--- src/rtl/tptf_pkg.sv ---
// ----------------------------------------------------------------------------
// tptf_pkg: shared constants for the two-pole TPT audio filter
// Field widths, register indexes, mode codes and parameter defaults.
// ----------------------------------------------------------------------------
package tptf_pkg;

	// parameter defaults
	localparam int SAMPLE_WIDTH_DEF   = 16;
	localparam int STATE_WIDTH_DEF    = 24;
	localparam int COEF_FRAC_BITS_DEF = 16;

	// fixed field widths
	localparam int LEVEL_WIDTH     = 24;
	localparam int COEF_WIDTH      = 16;
	localparam int RES_FRAC_BITS   = 14;
	localparam int CFG_INDEX_WIDTH = 2;
	localparam int CFG_DATA_WIDTH  = 16;

	// register indexes
	localparam logic [CFG_INDEX_WIDTH-1:0] REG_MODE      = 2'd0;
	localparam logic [CFG_INDEX_WIDTH-1:0] REG_CUTOFF    = 2'd1;
	localparam logic [CFG_INDEX_WIDTH-1:0] REG_RESONANCE = 2'd2;

	// filter modes
	localparam logic MODE_LOWPASS  = 1'b0;
	localparam logic MODE_HIGHPASS = 1'b1;

endpackage

--- src/rtl/tptf_in_if.sv ---
// ----------------------------------------------------------------------------
// tptf_in_if: sample request channel
// Valid/ready channel carrying one audio sample and its clear flag.
// ----------------------------------------------------------------------------
interface tptf_in_if #(
	parameter int SAMPLE_WIDTH = tptf_pkg::SAMPLE_WIDTH_DEF
);
	logic                           valid;
	logic                           ready;
	logic signed [SAMPLE_WIDTH-1:0] sample;
	logic                           clear_first;

	modport source (output valid, output sample, output clear_first, input ready);
	modport sink   (input valid, input sample, input clear_first, output ready);
endinterface

--- src/rtl/tptf_out_if.sv ---
// ----------------------------------------------------------------------------
// tptf_out_if: filtered result channel
// Valid/ready channel carrying one filtered level and its clamp flag.
// ----------------------------------------------------------------------------
interface tptf_out_if;
	import tptf_pkg::*;

	logic                          valid;
	logic                          ready;
	logic signed [LEVEL_WIDTH-1:0] level;
	logic                          saturated;

	modport source (output valid, output level, output saturated, input ready);
	modport sink   (input valid, input level, input saturated, output ready);
endinterface

--- src/rtl/tptf_cfg_if.sv ---
// ----------------------------------------------------------------------------
// tptf_cfg_if: configuration write channel
// Valid/ready channel carrying a register index and write data.
// ----------------------------------------------------------------------------
interface tptf_cfg_if;
	import tptf_pkg::*;

	logic                       valid;
	logic                       ready;
	logic [CFG_INDEX_WIDTH-1:0] index;
	logic [CFG_DATA_WIDTH-1:0]  data;

	modport source (output valid, output index, output data, input ready);
	modport sink   (input valid, input index, input data, output ready);
endinterface

--- src/rtl/two_pole_tpt_audio_filter_core.sv ---
// ----------------------------------------------------------------------------
// two_pole_tpt_audio_filter_core: two-pole TPT audio filter
// Resonant lowpass or cascaded highpass built from two trapezoidal
// integrators, sharing one multiplier under a small sequencer.
// ----------------------------------------------------------------------------
//
//  channel    | dir | payload                       | handshake
//  -----------+-----+-------------------------------+-------------
//  cfg        | in  | index, data                   | valid/ready
//  audio      | in  | sample, clear_first           | valid/ready
//  filtered   | out | level, saturated              | valid/ready
//
//  Lowpass steps: feedback product, input sum, then a product and an update
//  for each integrator; highpass steps: a product and an update for each one.
//  One multiplier serves every product in turn; a new sample is taken only
//  in idle. Reset clears the configuration registers, the integrator state
//  and the sequencer. A result waits in the output register while the next
//  sample is taken; the last update step holds while that register is still full.
//
module two_pole_tpt_audio_filter_core #(
	parameter int SAMPLE_WIDTH   = tptf_pkg::SAMPLE_WIDTH_DEF,
	parameter int STATE_WIDTH    = tptf_pkg::STATE_WIDTH_DEF,
	parameter int COEF_FRAC_BITS = tptf_pkg::COEF_FRAC_BITS_DEF
) (
	input  logic        clk,
	input  logic        arst_n,
	tptf_cfg_if.sink    cfg,
	tptf_in_if.sink     audio,
	tptf_out_if.source  filtered
);
	import tptf_pkg::*;

	// datapath widths
	localparam int MAXW = (SAMPLE_WIDTH > STATE_WIDTH) ? SAMPLE_WIDTH : STATE_WIDTH;
	localparam int DW   = MAXW + 2;
	localparam int BW   = COEF_WIDTH + 1;
	localparam int PW   = DW + BW;
	localparam int XW   = PW + 2;

	localparam logic signed [XW-1:0] ST_HI = (XW'(1) <<< (STATE_WIDTH - 1)) - XW'(1);
	localparam logic signed [XW-1:0] ST_LO = ~ST_HI;
	localparam logic signed [XW-1:0] LV_HI = (XW'(1) <<< (LEVEL_WIDTH - 1)) - XW'(1);
	localparam logic signed [XW-1:0] LV_LO = ~LV_HI;

	// sequencer codes
	localparam logic [2:0] ST_IDLE = 3'd0;
	localparam logic [2:0] ST_FB   = 3'd1;
	localparam logic [2:0] ST_U    = 3'd2;
	localparam logic [2:0] ST_M1   = 3'd3;
	localparam logic [2:0] ST_F1   = 3'd4;
	localparam logic [2:0] ST_M2   = 3'd5;
	localparam logic [2:0] ST_F2   = 3'd6;

	// round half up, then truncate toward zero
	function automatic logic signed [XW-1:0] rnd(input logic signed [PW-1:0] p,
			input int unsigned f);
		logic signed [XW-1:0] t;
		logic signed [XW-1:0] q;
		logic        [XW-1:0] mask;
		mask = (XW'(1) << f) - XW'(1);
		t    = XW'(p) + (XW'(1) << (f - 1));
		q    = t >>> f;
		if (t[XW-1] && ((t & mask) != '0))
			q = q + XW'(1);
		return q;
	endfunction

	// clamp to the state range: {flag, value}
	function automatic logic [STATE_WIDTH:0] sat_st(input logic signed [XW-1:0] x);
		if (x > ST_HI)
			return {1'b1, ST_HI[STATE_WIDTH-1:0]};
		else if (x < ST_LO)
			return {1'b1, ST_LO[STATE_WIDTH-1:0]};
		else
			return {1'b0, x[STATE_WIDTH-1:0]};
	endfunction

	// clamp to the level range: {flag, value}
	function automatic logic [LEVEL_WIDTH:0] sat_lv(input logic signed [XW-1:0] x);
		if (x > LV_HI)
			return {1'b1, LV_HI[LEVEL_WIDTH-1:0]};
		else if (x < LV_LO)
			return {1'b1, LV_LO[LEVEL_WIDTH-1:0]};
		else
			return {1'b0, x[LEVEL_WIDTH-1:0]};
	endfunction

	// control and state registers
	logic [2:0]                    state_q;
	logic                          out_valid_q;
	logic                          mode_q;
	logic [COEF_WIDTH-1:0]         coef_q;
	logic [COEF_WIDTH-1:0]         gain_q;
	logic signed [STATE_WIDTH-1:0] s1_q;
	logic signed [STATE_WIDTH-1:0] s2_q;
	logic signed [STATE_WIDTH-1:0] o1_q;
	logic signed [STATE_WIDTH-1:0] o2_q;

	// payload registers
	logic signed [SAMPLE_WIDTH-1:0] x_q;
	logic signed [STATE_WIDTH-1:0]  drive_q;
	logic signed [PW-1:0]           prod_q;
	logic                           sat_q;
	logic signed [LEVEL_WIDTH-1:0]  level_q;
	logic                           out_sat_q;

	// combinational datapath
	logic                          accept;
	logic                          f2_go;
	logic signed [DW-1:0]          mul_a;
	logic signed [BW-1:0]          mul_b;
	logic signed [DW-1:0]          drive2;
	logic signed [PW-1:0]          prod_d;
	logic signed [XW-1:0]          fb;
	logic signed [XW-1:0]          v_r;
	logic signed [STATE_WIDTH-1:0] store_sel;
	logic signed [STATE_WIDTH-1:0] u_val;
	logic signed [STATE_WIDTH-1:0] v_val;
	logic signed [STATE_WIDTH-1:0] y_val;
	logic signed [STATE_WIDTH-1:0] n_val;
	logic signed [LEVEL_WIDTH-1:0] l_val;
	logic                          u_flag;
	logic                          v_flag;
	logic                          y_flag;
	logic                          n_flag;
	logic                          l_flag;
	logic signed [XW-1:0]          lv_in;

	assign cfg.ready          = 1'b1;
	assign audio.ready        = (state_q == ST_IDLE);
	assign accept             = audio.valid && audio.ready;
	assign f2_go              = !out_valid_q || filtered.ready;
	assign filtered.valid     = out_valid_q;
	assign filtered.level     = level_q;
	assign filtered.saturated = out_sat_q;

	// select multiplier operands for the current step
	always_comb begin
		drive2 = (mode_q == MODE_HIGHPASS) ? (DW'(x_q) - DW'(o1_q)) : DW'(o1_q);
		case (state_q)
			ST_FB: begin
				mul_a = DW'(o1_q) - DW'(o2_q);
				mul_b = {1'b0, gain_q};
			end
			ST_M1: begin
				// highpass drives the first stage with the raw sample
				mul_a = ((mode_q == MODE_HIGHPASS) ? DW'(x_q) : DW'(drive_q)) - DW'(s1_q);
				mul_b = {1'b0, coef_q};
			end
			ST_M2: begin
				mul_a = drive2 - DW'(s2_q);
				mul_b = {1'b0, coef_q};
			end
			default: begin
				mul_a = '0;
				mul_b = '0;
			end
		endcase
		prod_d = PW'(mul_a) * PW'(mul_b);
	end

	// round, sum and clamp the registered product
	always_comb begin
		fb              = rnd(prod_q, RES_FRAC_BITS);
		{u_flag, u_val} = sat_st(XW'(x_q) + fb);
		v_r             = rnd(prod_q, COEF_FRAC_BITS);
		{v_flag, v_val} = sat_st(v_r);
		store_sel       = (state_q == ST_F2) ? s2_q : s1_q;
		{y_flag, y_val} = sat_st(XW'(v_val) + XW'(store_sel));
		{n_flag, n_val} = sat_st(XW'(y_val) + XW'(v_val));
		if (mode_q == MODE_HIGHPASS)
			lv_in = XW'(x_q) - XW'(o1_q) - XW'(y_val);
		else
			lv_in = XW'(y_val);
		{l_flag, l_val} = sat_lv(lv_in);
	end

	// sequencer, configuration and integrator state
	always_ff @(posedge clk or negedge arst_n) begin
		if (!arst_n) begin
			state_q     <= ST_IDLE;
			out_valid_q <= 1'b0;
			mode_q      <= MODE_LOWPASS;
			coef_q      <= '0;
			gain_q      <= '0;
			s1_q        <= '0;
			s2_q        <= '0;
			o1_q        <= '0;
			o2_q        <= '0;
		end else begin
			if (cfg.valid) begin
				unique case (cfg.index)
					REG_MODE:      mode_q <= cfg.data[0];
					REG_CUTOFF:    coef_q <= cfg.data;
					REG_RESONANCE: gain_q <= cfg.data;
					default:       ;
				endcase
			end
			// drop the result once taken, unless a new one replaces it
			if (filtered.valid && filtered.ready && (state_q != ST_F2))
				out_valid_q <= 1'b0;
			unique case (state_q)
				ST_IDLE: begin
					if (accept) begin
						if (audio.clear_first) begin
							s1_q <= '0;
							s2_q <= '0;
							o1_q <= '0;
							o2_q <= '0;
						end
						state_q <= (mode_q == MODE_LOWPASS) ? ST_FB : ST_M1;
					end
				end
				ST_FB:   state_q <= ST_U;
				ST_U:    state_q <= ST_M1;
				ST_M1:   state_q <= ST_F1;
				ST_F1: begin
					o1_q    <= y_val;
					s1_q    <= n_val;
					state_q <= ST_M2;
				end
				ST_M2:   state_q <= ST_F2;
				ST_F2: begin
					// hold until the output register is free
					if (f2_go) begin
						o2_q        <= y_val;
						s2_q        <= n_val;
						out_valid_q <= 1'b1;
						state_q     <= ST_IDLE;
					end
				end
				default: state_q <= ST_IDLE;
			endcase
		end
	end

	// payload registers
	always_ff @(posedge clk) begin
		case (state_q)
			ST_IDLE: begin
				if (accept) begin
					x_q   <= audio.sample;
					sat_q <= 1'b0;
				end
			end
			ST_FB, ST_M1, ST_M2: prod_q <= prod_d;
			ST_U: begin
				drive_q <= u_val;
				sat_q   <= sat_q | u_flag;
			end
			ST_F1:   sat_q <= sat_q | v_flag | y_flag | n_flag;
			ST_F2: begin
				if (f2_go) begin
					level_q   <= l_val;
					out_sat_q <= sat_q | v_flag | y_flag | n_flag | l_flag;
				end
			end
			default: ;
		endcase
	end

	// a taken sample always starts the sequencer
	a_start: assert property (@(posedge clk) disable iff (!arst_n)
		accept |=> state_q != ST_IDLE)
		else $error("sequencer did not start after a sample request");

	// clearing zeroes every integrator value before it is used
	a_clear: assert property (@(posedge clk) disable iff (!arst_n)
		accept && audio.clear_first |=> s1_q == '0 && s2_q == '0 && o1_q == '0 && o2_q == '0)
		else $error("integrator state not cleared");

	// a new result comes only from the last update step
	a_result: assert property (@(posedge clk) disable iff (!arst_n)
		$rose(out_valid_q) |-> $past(state_q) == ST_F2)
		else $error("result raised outside the final step");

	// state holds while no sample is in flight
	a_hold: assert property (@(posedge clk) disable iff (!arst_n)
		state_q == ST_IDLE && !accept |=> $stable(s1_q) && $stable(s2_q) && $stable(o2_q))
		else $error("integrator state changed while idle");

	// the final step never overwrites a waiting result
	a_noloss: assert property (@(posedge clk) disable iff (!arst_n)
		state_q == ST_F2 && out_valid_q && !filtered.ready |=> state_q == ST_F2)
		else $error("result overwritten while stalled");

endmodule
--- src/flat_wrapper.sv ---
// flat-port wrapper written by rule: the top's interface ports become plain ports
module two_pole_tpt_audio_filter_core_flat import tptf_pkg::*;
#(
	parameter int SAMPLE_WIDTH   = tptf_pkg::SAMPLE_WIDTH_DEF,
	parameter int STATE_WIDTH    = tptf_pkg::STATE_WIDTH_DEF,
	parameter int COEF_FRAC_BITS = tptf_pkg::COEF_FRAC_BITS_DEF
)
  (clk, arst_n, cfg_valid, cfg_index, cfg_data, cfg_ready, audio_valid, audio_sample, audio_clear_first, audio_ready, filtered_valid, filtered_level, filtered_saturated, filtered_ready);
  tptf_cfg_if cfg_i ();
  tptf_in_if #(.SAMPLE_WIDTH(SAMPLE_WIDTH)) audio_i ();
  tptf_out_if filtered_i ();
  input  logic clk;
  input  logic arst_n;
  input wire logic [$bits(cfg_i.valid)-1:0] cfg_valid;
  input wire logic [$bits(cfg_i.index)-1:0] cfg_index;
  input wire logic [$bits(cfg_i.data)-1:0] cfg_data;
  output wire logic [$bits(cfg_i.ready)-1:0] cfg_ready;
  input wire logic [$bits(audio_i.valid)-1:0] audio_valid;
  input wire logic [$bits(audio_i.sample)-1:0] audio_sample;
  input wire logic [$bits(audio_i.clear_first)-1:0] audio_clear_first;
  output wire logic [$bits(audio_i.ready)-1:0] audio_ready;
  output wire logic [$bits(filtered_i.valid)-1:0] filtered_valid;
  output wire logic [$bits(filtered_i.level)-1:0] filtered_level;
  output wire logic [$bits(filtered_i.saturated)-1:0] filtered_saturated;
  input wire logic [$bits(filtered_i.ready)-1:0] filtered_ready;
  assign cfg_i.valid = cfg_valid;
  assign cfg_i.index = cfg_index;
  assign cfg_i.data = cfg_data;
  assign cfg_ready = cfg_i.ready;
  assign audio_i.valid = audio_valid;
  assign audio_i.sample = audio_sample;
  assign audio_i.clear_first = audio_clear_first;
  assign audio_ready = audio_i.ready;
  assign filtered_valid = filtered_i.valid;
  assign filtered_level = filtered_i.level;
  assign filtered_saturated = filtered_i.saturated;
  assign filtered_i.ready = filtered_ready;
  two_pole_tpt_audio_filter_core #(.SAMPLE_WIDTH(SAMPLE_WIDTH), .STATE_WIDTH(STATE_WIDTH), .COEF_FRAC_BITS(COEF_FRAC_BITS)) u_core (.clk(clk), .arst_n(arst_n), .cfg(cfg_i), .audio(audio_i), .filtered(filtered_i));
endmodule
--- config.mk ---
export PLATFORM = sky130hd
export DESIGN_NAME = two_pole_tpt_audio_filter_core_flat
export DESIGN_NICKNAME = d
export VERILOG_FILES = /design/src/rtl/tptf_pkg.sv /design/src/rtl/tptf_in_if.sv /design/src/rtl/tptf_out_if.sv /design/src/rtl/tptf_cfg_if.sv /design/src/rtl/two_pole_tpt_audio_filter_core.sv /design/src/flat_wrapper.sv
export SDC_FILE = /design/constraint.sdc
export NUM_CORES = 2
export LEC_CHECK = 0
export BUFFER_PORTS_ARGS = -buffer_cell sky130_fd_sc_hd__buf_2
export CORE_MARGIN = 1.5
export CORE_UTILIZATION = 25
export DETAILED_ROUTE_END_ITERATION = 7
export PLACE_DENSITY = 0.48
export SLEW_MARGIN = 15
export SYNTH_ARGS = -nofsm -noshare
export SYNTH_HDL_FRONTEND = slang
export SYNTH_SLANG_ARGS = --single-unit
--- constraint.sdc ---
create_clock -name clk -period 14.3 [get_ports clk]
set_clock_uncertainty 0.1 [all_clocks]
set_input_delay 1.43 -clock clk [delete_from_list [all_inputs] [get_ports clk]]
set_output_delay 1.43 -clock clk [all_outputs]
set_load 0.02 [all_outputs]
* Word-level counts from Yosys, hierarchy flattened *
Cells that the tools add are included.
W data, S select, Z words.

storage, ports and cells
  input bits = 40
  logic and storage cells = 116
  register bits = 242
  output and inout bits = 28

cells by class
  mux-type cells = 35
  add/subtract/negate cells = 13
  bitwise logic cells = 5
  reduce and logical (&&, ||, !) cells = 25
  $lt $le $gt $ge = 10
  multipliers = 1
  equal/unequal tests = 12

operators by type and width
  operator                  number
  $mux W25                  10
  $gt A45 B24 Y1 const B    5
  $lt A45 B24 Y1 const B    5
  $pmux W24 S2              4
  $mux W45                  3
  $mux W24                  5
  $reduce_bool A45 Y1       2
  $pmux W26 S3              1
  $mux W26                  2
  $sub A26 B24 Y26          2
  $add A24 B24 Y25          2
  $sub A16 B24 Y25          2
  $add A16 B45 Y45          1
  $add A43 B15 Y44 const B  1
  $add A43 B17 Y44 const B  1
  $mul A26 B17 Y43          1
  $pmux W16 S2              1
  $add A30 B2 Y31 const B   1
  $add A28 B2 Y29 const B   1
  $sub A25 B24 Y26          1
  $sub A24 B24 Y25          1
  $pmux W3 S7               1
  $reduce_and A2 Y1         7
  $eq A3 B3 Y1 const B      3
  23 further kinds          38

* Longest topological paths before layout *
  depth in word-level cells = 17
  depth in mapped cells = 52
  depth with buffers taken out = 51

* Worst setup path before layout *
Ideal clock, no wire load.

  path kind = flip-flop to flip-flop
  start = register u_core.x_q[0]
  end = register u_core.prod_q[42] (data pin)
  path slack = 3.133 ns
  cell stages (with the launch flop) = 47
  setup time = 0.260 ns
  arrival = 10.807 ns
  clock period less this slack = 11.167 ns
  path buffers = 1
  required time = 13.940 ns
  cells stage by stage = edfxtp_1 -> inv_1 -> ha_1 -> inv_1 -> fa_1 -> a21o_1 -> a21oi_1 -> o21ai_0 -> a21oi_1 -> o21ai_0 -> a21oi_1 -> o21ai_0 -> a21oi_1 -> o21ai_0 -> a21oi_1 -> nor2b_1 -> o31ai_1 -> a21oi_1 -> [11 not listed] -> nor2_1 -> fa_1 -> fa_1 -> inv_1 -> fa_1 -> fa_1 -> fa_1 -> inv_1 -> fa_1 -> ha_1 -> a21oi_1 -> o22ai_1 -> nor2_1 -> o21ai_0 -> a211o_1 -> a31o_2 -> a21oi_1 -> xnor2_1

on the way
  cells in the longest elaborated chain, start to end = 5
  elaborated cells on any way between the ends = 7
  classes of those cells = add/sub: 3; mul: 1; mux: 3

RTL lines
  what                         RTL line                               text
  start: declaration           two_pole_tpt_audio_filter_core.sv:100  logic signed [SAMPLE_WIDTH-1:0] x_q;
  start signal: assignment     two_pole_tpt_audio_filter_core.sv:242  x_q <= audio.sample;
  $sub A16 B24 Y25             two_pole_tpt_audio_filter_core.sv:139  drive2 = (mode_q == MODE_HIGHPASS) ? (DW'(x_q) - DW'(o1_q)) : DW'(o1_q);
  $mux W26                     two_pole_tpt_audio_filter_core.sv:139
  $sub A26 B24 Y26             two_pole_tpt_audio_filter_core.sv:151  mul_a = drive2 - DW'(s2_q);
  $pmux W26 S3 *               two_pole_tpt_audio_filter_core.sv:140  case (state_q)
  $mul A26 B17 Y43 *           two_pole_tpt_audio_filter_core.sv:159  prod_d = PW'(mul_a) * PW'(mul_b);
  named net u_core.prod_d[42]  two_pole_tpt_audio_filter_core.sv:113  logic signed [PW-1:0] prod_d;
  end signal: assignment       two_pole_tpt_audio_filter_core.sv:246  ST_FB, ST_M1, ST_M2: prod_q <= prod_d;
  end: declaration             two_pole_tpt_audio_filter_core.sv:102  logic signed [PW-1:0] prod_q;

The timed path passes the listed nets; every way through them passes the cells marked *.
A chain may end at the register's enable or synchronous reset.

* Worst setup path after layout *
  start = register u_core.x_q[0]
  end = register u_core.prod_q[41] (data pin)

The elaborated chain is that of the path after synthesis.

==> flow_summary_export.csv <==
group,metric,value,unit
outcome,outcome,"complete, no violations",
worst_hold_path,hold_class,"reg2reg",
die,core.rowCount,142,
clock_network,postCtsSetupRepairBufs,0,
setup_path,path_max_fanout,11,
clock_network,clkSinkCount,242,
global_route,antenna_found_initial,11,
drt,wl,133000,um
logic_synthesis,muxShareOfSynthArea,1.81,%
drt,vias,31700,
drt,final_antenna_net_count,0,
global_route,grt_pass1_vias,31600,
timing,period_needed,13070,ps
logic_synthesis,synth_compound_area_share,16.1,%
timing,worst_slew_pin_slew,1190,ps
timing,fmax,76.5,MHz
logic_synthesis,synth_fa_ha_area_share,33.7,%
logic_synthesis,synthSimpleGateAreaFrac,16.1,%
logic_synthesis,async_reset_ff_share,55.0,%
finish,final_cell_mix,"inv_1 (696), nand2_1 (501), fa_1 (436)",
setup_path,critical_path_class,"reg2reg",
drt,wire_per_inst,20.5,um
die,num_io_pins,68,
setup_path,rrSetupSlack,1230,ps
die,die-area,153000,um^2
setup_path,cp_common_cell,"a21oi_1",
logic_synthesis,yosysWarnings,0,
logic_synthesis,avgSynthCellArea,8.55,um^2
timing,finalCritPeriodShare,91.4,%
logic_synthesis,synthesis.area,37700,um^2
logic_synthesis,synth_cells,4407,
setup_path,critPathRequiredTime,14560,ps
drt,drt-pass1-iter-count,5,
die,die_x,391,um
timing,setup-violations-final,0,
logic_synthesis,synth_nets,5194,
placed_design,dp_hpwl,106000,um
finish,area_delta_synth_final,11.2,%
logic_synthesis,yosys.area_share.xor_xnor,6.11,%
finish,final_common_cell,"inv_1",
die,fp.dieH,391,um
clock_network,numCtsBuffers,38,
die,core_area,150000,um^2
logic_synthesis,ys_ff_latch,242,
global_route,overflow,0,
placed_design,dp.cells,6391,
setup_path,cp.arrival,13330,ps
logic_synthesis,synth_seq_area_share,17.5,%
drt,drtIter0Drc,2341,
setup_path,critical_path.max_stage_delay,610,ps
setup_path,critPathLaunchType,"register",
timing,rsz0062_at_grt,"no",
placed_design,port_buffers,66,
die,initial_core_util,25.2,%
clock_network,h-tree-depth,2,
placed_design,place.gp.congestion,0.928,
clock_network,path_clk_slew,60,ps
clock_network,cts.path.max_buffers,3,
clock_network,cts_root_buf,"clkbuf_16",
setup_path,cpMaxStageDelayCell,"o311ai_0",
run,drv_cap,0,
timing,fin_tns_setup,0,ps
logic_synthesis,synth_top_family_by_area,"adder cells",
clock_network,clock_latency,640,ps
timing,slew_headroom,19.9,%
timing,drv_slew,0,
drt,drt_drc_violations_left,0,
finish,final_cells,6463,
clock_network,ctsHoldBuffers,0,
global_route,grt_usage,17.4,%
finish,nNetsFinal,5202,
logic_synthesis,synth_edf_count,109,
drt,via_per_inst,4.90,
logic_synthesis,synthFlopType,"dfrtp_1",
clock_network,cts_resized,0,
global_route,grt_max_degree,72,
global_route,grt_pass1_wl,201000,um
timing,hold_violations,0,
setup_path,endpoint_kind,"register",
timing,hold_slack,381,ps
logic_synthesis,yosysUniqueCellTypes,90,
finish,final_layout_size_suffix_gt1_share,7.18,%
clock_network,tritoncts,"built",
-- state kept, by name (all words and copies together), names as in the netlist, 24 cells and up --
register,count
u_core.drive_q,24
u_core.s1_q,24
u_core.filtered.level,24
u_core.o1_q,24
u_core.s2_q,24
u_core.o2_q,24
u_core.prod_q,43
-- through the flow --
stage                     util (%)  cell area (um^2)  setup WS, ps
after floorplan                  -             37700          3130
after global placement        27.0             40500          1340
after detailed placement      27.0             40500          1310
after CTS                     28.0             41900          1230
after global routing          28.0             41900           104
final                         28.0             41900          1230
-- area by class of cell --
| cell class | instances | area, um^2 |
|---|---|---|
| Tap cell | 2016 | 2520 |
| Clock buffer | 50 | 1090 |
| Fill cell | 16100 | 108000 |
| Sequential cell | 242 | 6600 |
| Clock inverter | 20 | 308 |
| Multi-Input combinational cell | 3295 | 27900 |
| Timing Repair Buffer | 140 | 892 |
| Antenna cell | 2 | 5.00 |
| Inverter | 698 | 2620 |
-- metal layers --
metal	vias to the layer above	GRT usage (%)	routed length (um)
li1	14700	-	-
met1	16000	23.9	60800
met2	883	28.6	61200
met3	142	1.86	6870
met4	10	4.93	3680
met5	-	0	69
-- kinds of logic (layout without fill, tap and decap cells) --
| logic type | count (synthesis) | after routing |
|---|---|---|
| simple gates | 1278 | 1278 |
| compound gates | 938 | 938 |
| buf+inv | 870 | 908 |
| fa+ha+maj | 753 | 753 |
| xor+xnor | 263 | 263 |
| flops | 242 | 242 |
| mux | 62 | 62 |
| other cells | 1 | 3 |
-- critical path: cells and delay by family, from the launching register on --
| kind | cells | cell delay (ps) |
|---|---|---|
| muxes | 1 | 90 |
| AOI/OAI and AO/OA | 20 | 5100 |
| DFF | 1 | 420 |
| adders and majority gates | 10 | 4150 |
| buffers and inverters | 6 | 600 |
| and+or+nand+nor | 8 | 1860 |
| xor gates and xnor gates | 3 | 480 |
-- Yosys cell counts (11+ instances only) --
cell type	n	area, um^2
a31oi_1	44	275
o211ai_1	35	263
or2_2	26	163
xor2_1	88	771
or3_1	37	231
a21o_1	83	623
nor4_1	22	138
xnor2_1	175	1530
o31ai_1	14	105
o21ai_0	276	1380
fa_1	436	8730
nand4_1	27	169
a211o_1	11	96.3
nand2b_1	49	307
o21a_1	33	248
o22ai_1	13	81.3
o21bai_1	21	158
clkbuf_1	148	556
mux2_2	49	552
and2_1	48	300
nand3b_1	15	113
a21oi_1	184	921
nor2_1	264	991
inv_1	697	2620
buf_2	13	65.1
a22o_1	59	517
a22oi_1	20	150
ha_1	311	3890
edfxtp_1	109	3270
nor2b_1	85	532
dfrtp_1	133	3330
mux2i_1	13	130
a21boi_0	28	210
a211oi_1	26	195
nand2_1	501	1880
nor3_1	71	355
nand3_1	59	295
and3_1	30	188
nor3b_1	11	82.6
-- final timing paths --
path / cells after the start / start / endpoint
worst max-delay path: 48 / u_core.x_q[0] / u_core.prod_q[41]
worst min-delay path: 2 / u_core.o2_q[7] / u_core.o2_q[7]
worst max register to register: 48 / u_core.x_q[0] / u_core.prod_q[41]
worst min register to register: 2 / u_core.o2_q[7] / u_core.o2_q[7]
max in group asynchronous: 2 / arst_n / u_core.s1_q[20]
min in group asynchronous: 1 / arst_n / u_core.o2_q[2]
Power is left out: the tool's default activity adds up to more than one toggle a clock period on the data nets, which glitch-free logic cannot reach.
